[src/rtl/rolling_key_byte_descrambler_unit_defines.svh]
// Assertion macros used by the descrambler's back end.
// Define ASSERT_OFF to compile every check away.
`ifndef ROLLING_KEY_BYTE_DESCRAMBLER_UNIT_DEFINES_SVH
`define ROLLING_KEY_BYTE_DESCRAMBLER_UNIT_DEFINES_SVH

`ifndef ASSERT_OFF

// Checked only while out of reset.
`define RKBD_ASSERT(lbl, clk, rst_n, prop, msg) \
	lbl: assert property (@(posedge clk) disable iff (!(rst_n)) (prop)) else $error(msg);

// Checked at every edge, reset included.
`define RKBD_ASSERT_ALWAYS(lbl, clk, prop, msg) \
	lbl: assert property (@(posedge clk) (prop)) else $error(msg);

`else

`define RKBD_ASSERT(lbl, clk, rst_n, prop, msg)
`define RKBD_ASSERT_ALWAYS(lbl, clk, prop, msg)

`endif

`endif

[src/rtl/rkbd_pkg.sv]
package rkbd_pkg;

	localparam int unsigned KEY_W           = 32;
	localparam int unsigned BYTE_W          = 8;
	localparam int unsigned QUEUE_DEPTH_DEF = 4;

	typedef enum logic {
		OP_CONT,
		OP_RESTART
	} op_t;

	typedef struct packed {
		op_t               op;
		logic [BYTE_W-1:0] data;
		logic [KEY_W-1:0]  seed;
	} item_t;

endpackage

[src/rtl/rkbd_front.sv]
module rkbd_front import rkbd_pkg::*; (
	input  logic              clk,
	input  logic              arst_n,
	input  logic              in_valid,
	output logic              in_stall,
	input  logic [BYTE_W-1:0] data_byte,
	input  logic              start_req,
	input  logic [KEY_W-1:0]  seed,
	input  logic              q_full,
	output logic              push,
	output item_t             push_item
);

	logic  valid_s1;
	item_t item_s1;
	logic  accept;

	assign in_stall  = valid_s1 && q_full;
	assign accept    = in_valid && !in_stall;
	assign push      = valid_s1 && !q_full;
	assign push_item = item_s1;

	always_ff @(posedge clk or negedge arst_n) begin
		if (!arst_n) begin
			valid_s1 <= 1'b0;
		end else if (accept) begin
			valid_s1 <= 1'b1;
		end else if (push) begin
			valid_s1 <= 1'b0;
		end
	end

	// A start byte becomes a restart, which reloads the key in the back end.
	always_ff @(posedge clk) begin
		if (accept) begin
			item_s1.op   <= start_req ? OP_RESTART : OP_CONT;
			item_s1.data <= data_byte;
			item_s1.seed <= seed;
		end
	end

endmodule

[src/rtl/rkbd_queue.sv]
module rkbd_queue import rkbd_pkg::*; #(
	parameter int unsigned DEPTH = QUEUE_DEPTH_DEF
) (
	input  logic  clk,
	input  logic  arst_n,
	input  logic  push,
	input  item_t push_item,
	output logic  full,
	input  logic  pop,
	output logic  empty,
	output item_t head
);

	localparam int unsigned PW = (DEPTH > 1) ? $clog2(DEPTH) : 1;
	localparam int unsigned CW = $clog2(DEPTH + 1);

	item_t          mem_q [DEPTH];
	logic [PW-1:0]  wr_q;
	logic [PW-1:0]  rd_q;
	logic [CW-1:0]  count_q;
	logic           do_push;
	logic           do_pop;

	function automatic logic [PW-1:0] ptr_next(input logic [PW-1:0] p);
		return (p == PW'(DEPTH - 1)) ? '0 : p + 1'b1;
	endfunction

	assign full    = (count_q == CW'(DEPTH));
	assign empty   = (count_q == '0);
	assign head    = mem_q[rd_q];
	assign do_push = push && !full;
	assign do_pop  = pop && !empty;

	always_ff @(posedge clk) begin
		if (do_push) begin
			mem_q[wr_q] <= push_item;
		end
	end

	always_ff @(posedge clk or negedge arst_n) begin
		if (!arst_n) begin
			wr_q    <= '0;
			rd_q    <= '0;
			count_q <= '0;
		end else begin
			if (do_push) begin
				wr_q <= ptr_next(wr_q);
			end
			if (do_pop) begin
				rd_q <= ptr_next(rd_q);
			end
			case ({do_push, do_pop})
				2'b10:   count_q <= count_q + 1'b1;
				2'b01:   count_q <= count_q - 1'b1;
				default: count_q <= count_q;
			endcase
		end
	end

endmodule

[src/rtl/rkbd_back.sv]
`include "rolling_key_byte_descrambler_unit_defines.svh"

module rkbd_back import rkbd_pkg::*; (
	input  logic              clk,
	input  logic              arst_n,
	input  logic              q_empty,
	input  item_t             head,
	output logic              pop,
	output logic              out_valid,
	input  logic              out_stall,
	output logic [BYTE_W-1:0] plain_byte
);

	logic [KEY_W-1:0]    key_q;
	logic [KEY_W-1:0]    cnt_q;
	logic                out_valid_q;
	logic [BYTE_W-1:0]   plain_byte_q;
	logic [KEY_W-1:0]    key_cur;
	logic [KEY_W-1:0]    cnt_cur;
	logic [2:0]          shamt;
	logic [2*BYTE_W-1:0] word;
	logic [2*BYTE_W-1:0] shifted;
	logic                restart_pop;

	assign pop         = !q_empty && (!out_valid_q || !out_stall);
	assign out_valid   = out_valid_q;
	assign plain_byte  = plain_byte_q;
	assign restart_pop = pop && (head.op == OP_RESTART);

	always_comb begin
		unique case (head.op)
			OP_RESTART: begin
				key_cur = head.seed;
				cnt_cur = '0;
			end
			OP_CONT: begin
				key_cur = key_q;
				cnt_cur = cnt_q;
			end
			default: begin
				key_cur = key_q;
				cnt_cur = cnt_q;
			end
		endcase
	end

	// The shift uses the key after the first update, whose low bits are
	// those of key + count + 1; only three bits of that sum matter.
	assign shamt   = key_cur[2:0] + cnt_cur[2:0] + 3'd1;
	assign word    = {key_cur[BYTE_W-1:0], key_cur[BYTE_W-1:0]};
	assign shifted = word >> shamt;

	// Both updates of one byte fold into key + 2*count + 3 and count + 2.
	always_ff @(posedge clk or negedge arst_n) begin
		if (!arst_n) begin
			key_q       <= '0;
			cnt_q       <= '0;
			out_valid_q <= 1'b0;
		end else begin
			if (pop) begin
				key_q       <= key_cur + {cnt_cur[KEY_W-2:0], 1'b0} + KEY_W'(3);
				cnt_q       <= cnt_cur + KEY_W'(2);
				out_valid_q <= 1'b1;
			end else if (!out_stall) begin
				out_valid_q <= 1'b0;
			end
		end
	end

	always_ff @(posedge clk) begin
		if (pop) begin
			plain_byte_q <= head.data ^ shifted[BYTE_W-1:0];
		end
	end

	`RKBD_ASSERT(a_cnt_even, clk, arst_n, cnt_q[0] == 1'b0, "step count became odd")
	`RKBD_ASSERT(a_restart_cnt, clk, arst_n, restart_pop |=> cnt_q == KEY_W'(2), "bad restart count")
	`RKBD_ASSERT(a_pop_shows, clk, arst_n, pop |=> out_valid_q, "item taken with no result")
	`RKBD_ASSERT(a_no_pop_on_stall, clk, arst_n, (out_valid_q && out_stall) |-> !pop, "pop on stall")

endmodule

[src/rtl/rolling_key_byte_descrambler_unit.sv]
// Channel   Handshake              Item fields
// input     in_valid / in_stall    data_byte[7:0], start_req, seed[31:0]
// output    out_valid / out_stall  plain_byte[7:0]
//
// One item is taken and one result given per cycle when neither side stalls.
// An item passes the input register, the queue and the result register, in that order,
// before out_valid shows its result.
// The folded key update (key + 2*count + 3) in the back end sets that rate.
// Reset clears the key, the step count and every valid flag.
// While the output stalls, the queue and the input register absorb up to QUEUE_DEPTH + 1
// items before in_stall rises.
module rolling_key_byte_descrambler_unit import rkbd_pkg::*; #(
	parameter int unsigned QUEUE_DEPTH = QUEUE_DEPTH_DEF
) (
	input  logic              clk,
	input  logic              arst_n,
	input  logic              in_valid,
	output logic              in_stall,
	input  logic [BYTE_W-1:0] data_byte,
	input  logic              start_req,
	input  logic [KEY_W-1:0]  seed,
	output logic              out_valid,
	input  logic              out_stall,
	output logic [BYTE_W-1:0] plain_byte
);

	logic  q_full;
	logic  q_empty;
	logic  push;
	logic  pop;
	item_t push_item;
	item_t head;

	rkbd_front u_front (
		.clk       (clk),
		.arst_n    (arst_n),
		.in_valid  (in_valid),
		.in_stall  (in_stall),
		.data_byte (data_byte),
		.start_req (start_req),
		.seed      (seed),
		.q_full    (q_full),
		.push      (push),
		.push_item (push_item)
	);

	rkbd_queue #(
		.DEPTH (QUEUE_DEPTH)
	) u_queue (
		.clk       (clk),
		.arst_n    (arst_n),
		.push      (push),
		.push_item (push_item),
		.full      (q_full),
		.pop       (pop),
		.empty     (q_empty),
		.head      (head)
	);

	rkbd_back u_back (
		.clk        (clk),
		.arst_n     (arst_n),
		.q_empty    (q_empty),
		.head       (head),
		.pop        (pop),
		.out_valid  (out_valid),
		.out_stall  (out_stall),
		.plain_byte (plain_byte)
	);

endmodule
[config.mk]
export PLATFORM = sky130hd
export DESIGN_NAME = rolling_key_byte_descrambler_unit
export DESIGN_NICKNAME = d
export VERILOG_FILES = /design/src/rtl/rkbd_pkg.sv /design/src/rtl/rkbd_front.sv /design/src/rtl/rkbd_queue.sv /design/src/rtl/rkbd_back.sv /design/src/rtl/rolling_key_byte_descrambler_unit.sv
export VERILOG_INCLUDE_DIRS = /design/src /design/src/rtl
export SDC_FILE = /design/constraint.sdc
export NUM_CORES = 1
export LEC_CHECK = 0
export ABC_AREA = 1
export BUFFER_PORTS_ARGS = -buffer_cell sky130_fd_sc_hd__buf_2
export CORE_AREA = 3 3 110 112
export DETAILED_ROUTE_END_ITERATION = 10
export DIE_AREA = 0 0 113 115
export PLACE_DENSITY = 0.68
export SLEW_MARGIN = 15
export SYNTH_ARGS = -nofsm -noshare
export SYNTH_HDL_FRONTEND = slang
export SYNTH_SLANG_ARGS = --single-unit
[constraint.sdc]
create_clock -name clk -period 4 [get_ports clk]
set_input_delay 0.8 -clock clk [delete_from_list [all_inputs] [get_ports clk]]
set_output_delay 0.8 -clock clk [all_outputs]
set_load 0.05 [all_outputs]
==> metrics.txt, run 1 <==
die area=between 0.01 and 0.015 sq mm; P&R area growth vs syn=14.2%; dpl hpwl=between 8 and 9 mm; Die H=~120 um; CTS resizes=0; vias in the first global route=~4,300; commonest cells in the netlist=243 x nand2_1, 106 x nand3_1, 93 x edfxtp_1, 55 x inv_1, 24 x dfrtp_1; top-count cell post-synth=nand2_1; Rel. slew slack=a little under a third; setup TNS=0 ns; Clock Tree Buf Depth=2; Area contributors post-synth=edfxtp_1 47%, nand2_1 15%, dfrtp_1 10%; crit start category=flop; GRT Resource Usage Total=approximately a fifth; HP Class=in2async; H-tree depth=4; fin crit period=around 3.4 ns; DR pass1 iterations=7; Crit. End Element=flop; core region area=approximately 0.011 sq mm; Vias=between 4,000 and 5,000; Antenna diodes=0; number of buffers created by CTS=17; final wirelength=approximately 13 mm; Via density=about 5.4; clk_lat worst skew=between 0.4 and 0.5 ns; Root Buffer=clkbuf_16; post-DR wirelength/cell=14.9 um; CTS tree=yes; share of layout cells above drive strength 1=12.5%; Mapped Nets=720; number of max-slew violations in the final report=0; max incr delay on CP=~0.67 ns; Crit Path Category=reg2reg; initial antenna violation count=0; max cap viols=0; largest net degree at the start of global routing=31; port buffer count=30; Horiz. Die Dim=between 100 and 150 um; ANT nets after route=0; WP data arrival=roughly 3.6 ns; top cell type's share of synthesized area=46.5%; Avg Inst Size Synth=between 9 and 10 sq um; final number of setup-violating endpoints=0; post-synthesis cell count=653; I/O pins=55; crit-path max FO=30; Post-Place Cell Area=~0.0063 sq mm; Seq cells post-synth=117; first-pass GRT wire length=20.6 mm; Critical Path RT=between 4 and 5 ns; initial drt markers=between 300 and 400; Hold Fails Final Rpt=0; Seq/Total Area, Yosys=between 50% and 60%; outcome=completed; CTS Hold Buffers Added=0; post-synth cell types=32; grt total ovfl=0; worst slew pin tran=1.03 ns; Final period util=between 80 and 90%; Post-Syn Area=around 0.0060 sq mm; Starting Density=53.0%; total of fill cells in the finished design=slightly above 900; FFs w/ async S/R, synth=about a fifth; Rows=39; Synth Warn #=0; unrepaired setup endpoints after global routing=no; Final #Nets=~750; number of synthesized flops with an enable pin=slightly above 90; hold slack=0.390 ns; crit-path cells=inv_2 > buf_4 > nand2_1 > nand3_1 > nand2_1 > nand2_1 > nand2_1 > ha_1 > inv_1 > nand3_1 > nand3_1 > nand2_1 > nand2_1 > nand3_1 > nand2_1; Clock Sinks=between 100 and 150; clk slew on worst S/H paths=0.06 ns; Primary FF master, synth=edfxtp_1; reg2reg path depth=15; post-synth top area cell=edfxtp_1; Setup Fix Bufs, Post-CTS=0; Routability Congestion=roughly 0.94; Setup Skew=around 0.011 ns; CP most frequent cell=nand2_1; Crit-path slowest cell=ha_1; timing-limited maximum frequency=292 MHz; design area=0.00686 sq mm; # DRC=0
==> final timing paths <==
path                                      startpoint                   end  slack (ns)
worst min-delay path                          arst_n       u_queue.rd_q[1]        0.39
worst max register to register       u_queue.rd_q[0]  u_back.plain_byte[5]        0.57
worst min register to register  u_front.push_item[3]   u_queue.mem_q[0][3]        0.49
min in group clk                u_front.push_item[3]   u_queue.mem_q[0][3]        0.49
worst max-delay path                 u_queue.rd_q[0]  u_back.plain_byte[5]        0.57
max in group asynchronous                     arst_n       u_back.key_q[2]        3.22
==> final cells by class <==
class | count | area [sq um] | share of cell area (%)
tap | 143 | 179 | 2.61
clock inverter | 14 | 174 | 2.54
timing repair buffer | 38 | 210 | 3.07
clock buffer | 18 | 429 | 6.26
sequential | 117 | 3390 | 49.5
inverter | 59 | 226 | 3.30
multi-input combinational | 452 | 2240 | 32.7
==> registers in the layout, summed over array words and instances, names as in the netlist <==
| name | flops |
|---|---|
| u_back.cnt_q | 7 |
| u_back.key_q | 8 |
| u_back.out_valid | 1 |
| u_back.plain_byte | 8 |
| u_front.push_item | 17 |
| u_front.valid_s1 | 1 |
| u_queue.count_q | 3 |
| u_queue.mem_q | 68 |
| u_queue.rd_q | 2 |
| u_queue.wr_q | 2 |
==> through the flow <==
step                      cells  setup WS [ns]  utilization (%)
after global routing        841          0.232             60.6
after floorplan             653          0.954                -
after CTS                   841          0.600             60.6
after detailed placement    809          0.636             55.2
final                       841          0.572             60.6
after global placement      809          0.737             55.2
==> cells in the final DEF (no fill, tap or decap), types with 4 or more instances in the layout <==
cell	n
edfxtp_1	93
nor2_1	12
xor2_1	5
a32oi_1	8
buf_4	8
nand2_1	243
buf_2	30
inv_6	4
nand3_1	106
clkbuf_16	17
nand2_2	5
a21oi_1	12
dfrtp_1	24
nor2_2	6
inv_1	55
xnor2_1	4
o21ai_0	16
ha_1	19
==> critical path: cells and delay by family, from the launching register on <==
family	cells	cell delay (ns)
simple gates	11	1.19
fa+ha+maj	1	0.67
flops	1	0.43
buf+inv	3	0.87
==> routing by layer <==
metal	share of wire [%]	vias up	GRT usage, %
li1	-	2253	-
met1	45	2111	26.1
met2	48	130	33.3
met3	4.5	30	4.79
met4	2.9	0	10.8
met5	0	-	0
==> logic make-up (layout without fill, tap and decap cells) <==
group | after synthesis | count (layout) | synth area share [%]
AOI/OAI and AO/OA | 40 | 40 | 4.09
xor gates and xnor gates | 9 | 9 | 1.31
adders and majority gates | 22 | 22 | 4.96
buffers and inverters | 84 | 129 | 6.23
DFF | 117 | 117 | 56.5
and+or+nand+nor | 381 | 381 | 26.9
Power of run 1 is left out: the tool's default activity adds up to more than one toggle a clock period on the data nets, which glitch-free logic cannot reach.
==> run 2: changes to the inputs <==
Settings changed: BUFFER_PORTS_ARGS -buffer_cell sky130_fd_sc_hd__buf_2 to -buffer_cell sky130_fd_sc_hd__buf_4.
==> metrics.txt, run 2 (same netlist as run 1, synthesis figures left out) <==
die area=0.0130 sq mm (unchanged); Setup Fix Bufs, Post-CTS=0 (unchanged); first-pass GRT wire length=20.7 mm (+0.13%); Bufs and invs on worst path=3 (unchanged); post-DR wirelength/cell=15.0 um (+0.37%); setup TNS=0 ns (unchanged); Via density=5.49 (+2.0%); share of layout cells above drive strength 1=12.9% (+0.41 points); Crit Path Category=reg2reg; Horiz. Die Dim=113 um (unchanged); CTS resizes=0 (unchanged); GRT Resource Usage Total=20.7% (+0.069 points); crit-path cells=inv_2 > buf_4 > nand2_1 > nand3_1 > nand2_1 > nand2_1 > nand2_1 > ha_1 > inv_1 > nand3_1 > nand3_1 > nand2_1 > nand2_1 > nand3_1 > nand2_1; crit start category=flop; Final period util=86.1% (+0.36 points); # DRC=0 (unchanged); Clock Tree Buf Depth=2 (unchanged); Starting Density=53.0% (unchanged); number of max-slew violations in the final report=0 (unchanged); vias in the first global route=4,397 (+1.5%); CP top delay family=simple AND/OR/NAND/NOR gates; Critical Path RT=4.17 ns (about the same); number of buffers created by CTS=17 (unchanged); DR pass1 iterations=7 (unchanged); final number of setup-violating endpoints=0 (unchanged); final wirelength=12.6 mm (+0.49%); Rows=39 (unchanged); core region area=0.0113 sq mm (unchanged); Rel. slew slack=31.9% (+0.53 points); ANT nets after route=0 (unchanged); Die H=115 um (unchanged); max incr delay on CP=0.66 ns (about the same); largest net degree at the start of global routing=36 (+16%); Final #Nets=753 (+0.13%); CP most frequent cell=nand2_1; most frequent cells in the layout=243 x nand2_1, 106 x nand3_1, 93 x edfxtp_1; Crit. End Element=flop; timing-limited maximum frequency=290 MHz (-0.42%); WP data arrival=3.62 ns (+0.03 ns); commonest non-fill, non-tap cell in the layout=nand2_1; Antenna diodes=0 (unchanged); Hold Fails Final Rpt=0 (unchanged); Vias=4,621 (+2.1%); I/O pins=55 (unchanged); outcome=completed; unrepaired setup endpoints after global routing=no; max cap viols=0 (unchanged); CTS tree=yes; Crit-path slowest cell=ha_1; initial drt markers=383 (+14%); Biggest register=u_queue.mem_q; grt total ovfl=0 (unchanged); H-tree depth=4 (unchanged); Routability Congestion=0.931 (-0.56%); port buffer count=30 (unchanged); worst slew pin tran=1.02 ns (-0.00796 ns); clk_lat worst skew=0.42 ns (about the same); Root Buffer=clkbuf_16; CTS Hold Buffers Added=0 (unchanged); Clock Sinks=117 (unchanged); dpl hpwl=8.64 mm (+0.57%); crit-path max FO=32 (+6.7%); P&R area growth vs syn=15.9%; max reg flops=68 (unchanged); clk slew on worst S/H paths=0.06 ns (about the same); fin crit period=3.44 ns (+0.0146 ns); Setup Skew=0.00696 ns (-0.00354 ns); initial antenna violation count=0 (unchanged); HP Class=in2async
## run 2: area by class of cell
cell class              instances  area [sq um]
fillers                       945          4370
inverters                      59           226
clock buffers                  17           425
multi-input cells             452          2240
clock inverters                15           194
flip-flops and latches        117          3390
well taps                     143           179
repair buffers                 39           293
## run 2: per-stage QoR
stage | setup WS [ns] | util (%) | hold slack (ns) | area, sq um | std cells
floorplan | 0.954 | - | 0.453 | 6000 | 653
global placement | 0.752 | 56.0 | 0.464 | 6340 | 810
detailed placement | 0.656 | 56.0 | 0.483 | 6340 | 810
CTS | 0.642 | 61.4 | 0.288 | 6960 | 842
global route | 0.261 | 61.4 | 0.298 | 6960 | 842
finish | 0.557 | 61.4 | 0.282 | 6960 | 842
## run 2: worst register-to-register path: stages (launching register included)
cell and delay [ns]:
dfrtp_1 0.44, inv_2 0.15, buf_4 0.34, nand2_1 0.13, nand3_1 0.10, nand2_1 0.07, nand2_1 0.10, nand2_1 0.13
ha_1 0.66, inv_1 0.39, nand3_1 0.25, nand3_1 0.11, nand2_1 0.14, nand2_1 0.07, nand3_1 0.08, nand2_1 0.06
## run 2: final timing paths
| path | start | endpoint | slack [ns] | cells after the start |
|---|---|---|---|---|
| setup / recovery | u_queue.rd_q[0] | u_back.plain_byte[7] | 0.56 | 15 |
| hold / removal | arst_n | u_back.cnt_q[5] | 0.28 | 1 |
| setup reg to reg | u_queue.rd_q[0] | u_back.plain_byte[7] | 0.56 | 15 |
| hold reg to reg | u_front.push_item[5] | u_queue.mem_q[2][5] | 0.49 | 0 |
| max in group asynchronous | arst_n | u_queue.wr_q[0] | 3.47 | 1 |
| min in group clk | u_front.push_item[5] | u_queue.mem_q[2][5] | 0.49 | 0 |
## run 2: routing by layer
metal	GRT usage (%)	share of wire, %	vias up	wire length [um]
li1	-	-	2259	-
met1	25.6	43	2165	5410
met5	0	0	-	0
met4	10.1	2.7	0	343
met3	5.37	6.2	31	777
met2	34.0	48	166	6080
Power of run 2 is left out for the same reason.
==> run 3: changes to the inputs <==
Settings changed: BUFFER_PORTS_ARGS -buffer_cell sky130_fd_sc_hd__buf_4 to not set, CORE_AREA 3 3 110 112 to 3 3 146 148, DIE_AREA 0 0 113 115 to 0 0 149 151, DONT_BUFFER_PORTS set to 1, PLACE_DENSITY 0.68 to 0.65, SYNTH_HIERARCHICAL set to 1.
==> metrics.txt, run 3 <==
Avg Inst Size Synth=10.0 sq um (+9.3%); CTS tree=yes; Hold Fails Final Rpt=0 (unchanged); Via density=4.47 (-19%); Post-Syn Area=0.00613 sq mm (+2.1%); Synth Warn #=6 (+6); crit-path cells=inv_2 > buf_4 > o211ai_2 > nand2_1 > nand2_1 > nand2_1 > inv_1 > ha_1 > inv_1 > fa_1 > inv_1 > nand3_1 > nand2_1 > nand3_1 > nand3_1 > nand2_1; CTS Hold Buffers Added=0 (unchanged); GRT Resource Usage Total=11.1% (-9.6 points); Die H=151 um (+31%); met2 wire length=5.77 mm (-5.1%); Vias=4,006 (-13%); CP top delay family=buffers and inverters; worst r2r dst=u_back/plain_byte[0]; P&R area growth vs syn=12.4%; die area=0.0225 sq mm (+73%); # DRC=0 (unchanged); largest net degree at the start of global routing=40 (+11%); crit-path max FO=16 (-50%); port buffer count=0 (-100%); FF-to-FF Start=u_queue/rd_q[1]; routed wl met3=342 um (-56%); setup TNS=0 ns (unchanged); vias in the first global route=3,806 (-13%); Root Buffer=clkbuf_16; crit start category=flop; clk_lat worst skew=0.41 ns (about the same); Mapped Nets=674 (-6.4%); Rows=52 (+33%); Setup Skew=0.00865 ns (+0.00169 ns); WP data arrival=3.45 ns (-0.17 ns); placed cells=865 (+6.8%); outcome=completed; Final #Nets=678 (-10%); first-pass GRT wire length=19.3 mm (-6.7%); timing-limited maximum frequency=304 MHz (+4.7%); max incr delay on CP=0.56 ns (-0.10 ns); Routability Congestion=0.829 (-11%); number of max-slew violations in the final report=0 (unchanged); CTS resizes=0 (unchanged); Starting Density=30.4% (-23 points); Setup Fix Bufs, Post-CTS=0 (unchanged); Crit Path Category=reg2reg; post-synthesis cell count=610 (-6.6%); design area=0.00689 sq mm (-0.95%); Bufs and invs on worst path=5 (+2); fin cells=897 (+6.5%); M1 WL=5.46 mm (+0.85%); post-DR wirelength/cell=13.1 um (-12%); Post-Place Cell Area=0.00631 sq mm (-0.43%); initial antenna violation count=0 (unchanged); CP most frequent cell=nand2_1; max reg flops=68 (unchanged); Top Layer Used=met4; Clock Sinks=117 (unchanged); most frequent cells in the layout=175 x nand2_1, 93 x edfxtp_1, 85 x nand3_1; Antenna diodes=0 (unchanged); final number of setup-violating endpoints=0 (unchanged); unrepaired setup endpoints after global routing=no; initial drt markers=271 (-29%); hold slack=0.0807 ns (-0.202 ns); clk slew on worst S/H paths=0.06 ns (about the same); Rel. slew slack=30.1% (-1.7 points); Crit. End Element=flop; reg2reg path depth=16 (+1); number of buffers created by CTS=17 (unchanged); ANT nets after route=0 (unchanged); Crit-path slowest cell=dfrtp_1; I/O pins=55 (unchanged); final wirelength=11.8 mm (-6.6%); fin crit period=3.29 ns (-0.155 ns); worst slew pin tran=1.05 ns (+0.0268 ns); HP Class=in2async; core region area=0.0202 sq mm (+78%); Horiz. Die Dim=149 um (+32%); grt total ovfl=0 (unchanged); commonest non-fill, non-tap cell in the layout=nand2_1; max cap viols=0 (unchanged); DR pass1 iterations=5 (-2); Final period util=82.2% (-3.9 points); Clock Tree Buf Depth=2 (unchanged); Critical Path RT=4.16 ns (about the same); H-tree depth=4 (unchanged); Biggest register=u_queue/mem_q; dpl hpwl=7.97 mm (-7.8%); share of layout cells above drive strength 1=16.7% (+3.9 points); Worst R2R Setup Slack=0.71 ns (+0.16 ns)
==> run 3: how the worst max path moves through the flow <==
stage | cells after the start | slack [ns] | from | end
6_report | 16 | 0.71 | u_queue/rd_q[1] | u_back/plain_byte[0]
5_1_grt | 16 | 0.49 | u_queue/rd_q[1] | u_back/plain_byte[1]
4_1_cts | 16 | 0.72 | u_queue/rd_q[1] | u_back/plain_byte[0]
3_5_place_dp | 16 | 0.75 | u_queue/rd_q[1] | u_back/plain_byte[0]
3_3_place_gp | 16 | 0.80 | u_queue/rd_q[1] | u_back/plain_byte[2]
2_1_floorplan | 20 | 0.71 | u_queue/rd_q[0] | u_back/plain_byte[6]
==> run 3: per-stage QoR <==
stage,setup slack [ns],utilization [%]
final,0.713,34.2
after global routing,0.490,34.2
after CTS,0.719,34.2
after detailed placement,0.752,31.3
after global placement,0.800,31.3
after floorplan,0.708,-
==> run 3: layer usage <==
metal	global-route usage, %	vias to the layer above
met4	4.71	0
met2	18.9	83
met5	0	-
met3	2.51	21
met1	13.7	1866
li1	-	2036
==> run 3: layout make-up <==
class | instances | area (sq um)
Inverter | 83 | 312
Clock inverter | 15 | 155
Clock buffer | 17 | 425
Fill cell | 2046 | 13300
Tap cell | 270 | 338
Multi-Input combinational cell | 383 | 2160
Timing Repair Buffer | 12 | 103
Sequential cell | 117 | 3390
Power of run 3 is left out for the same reason.
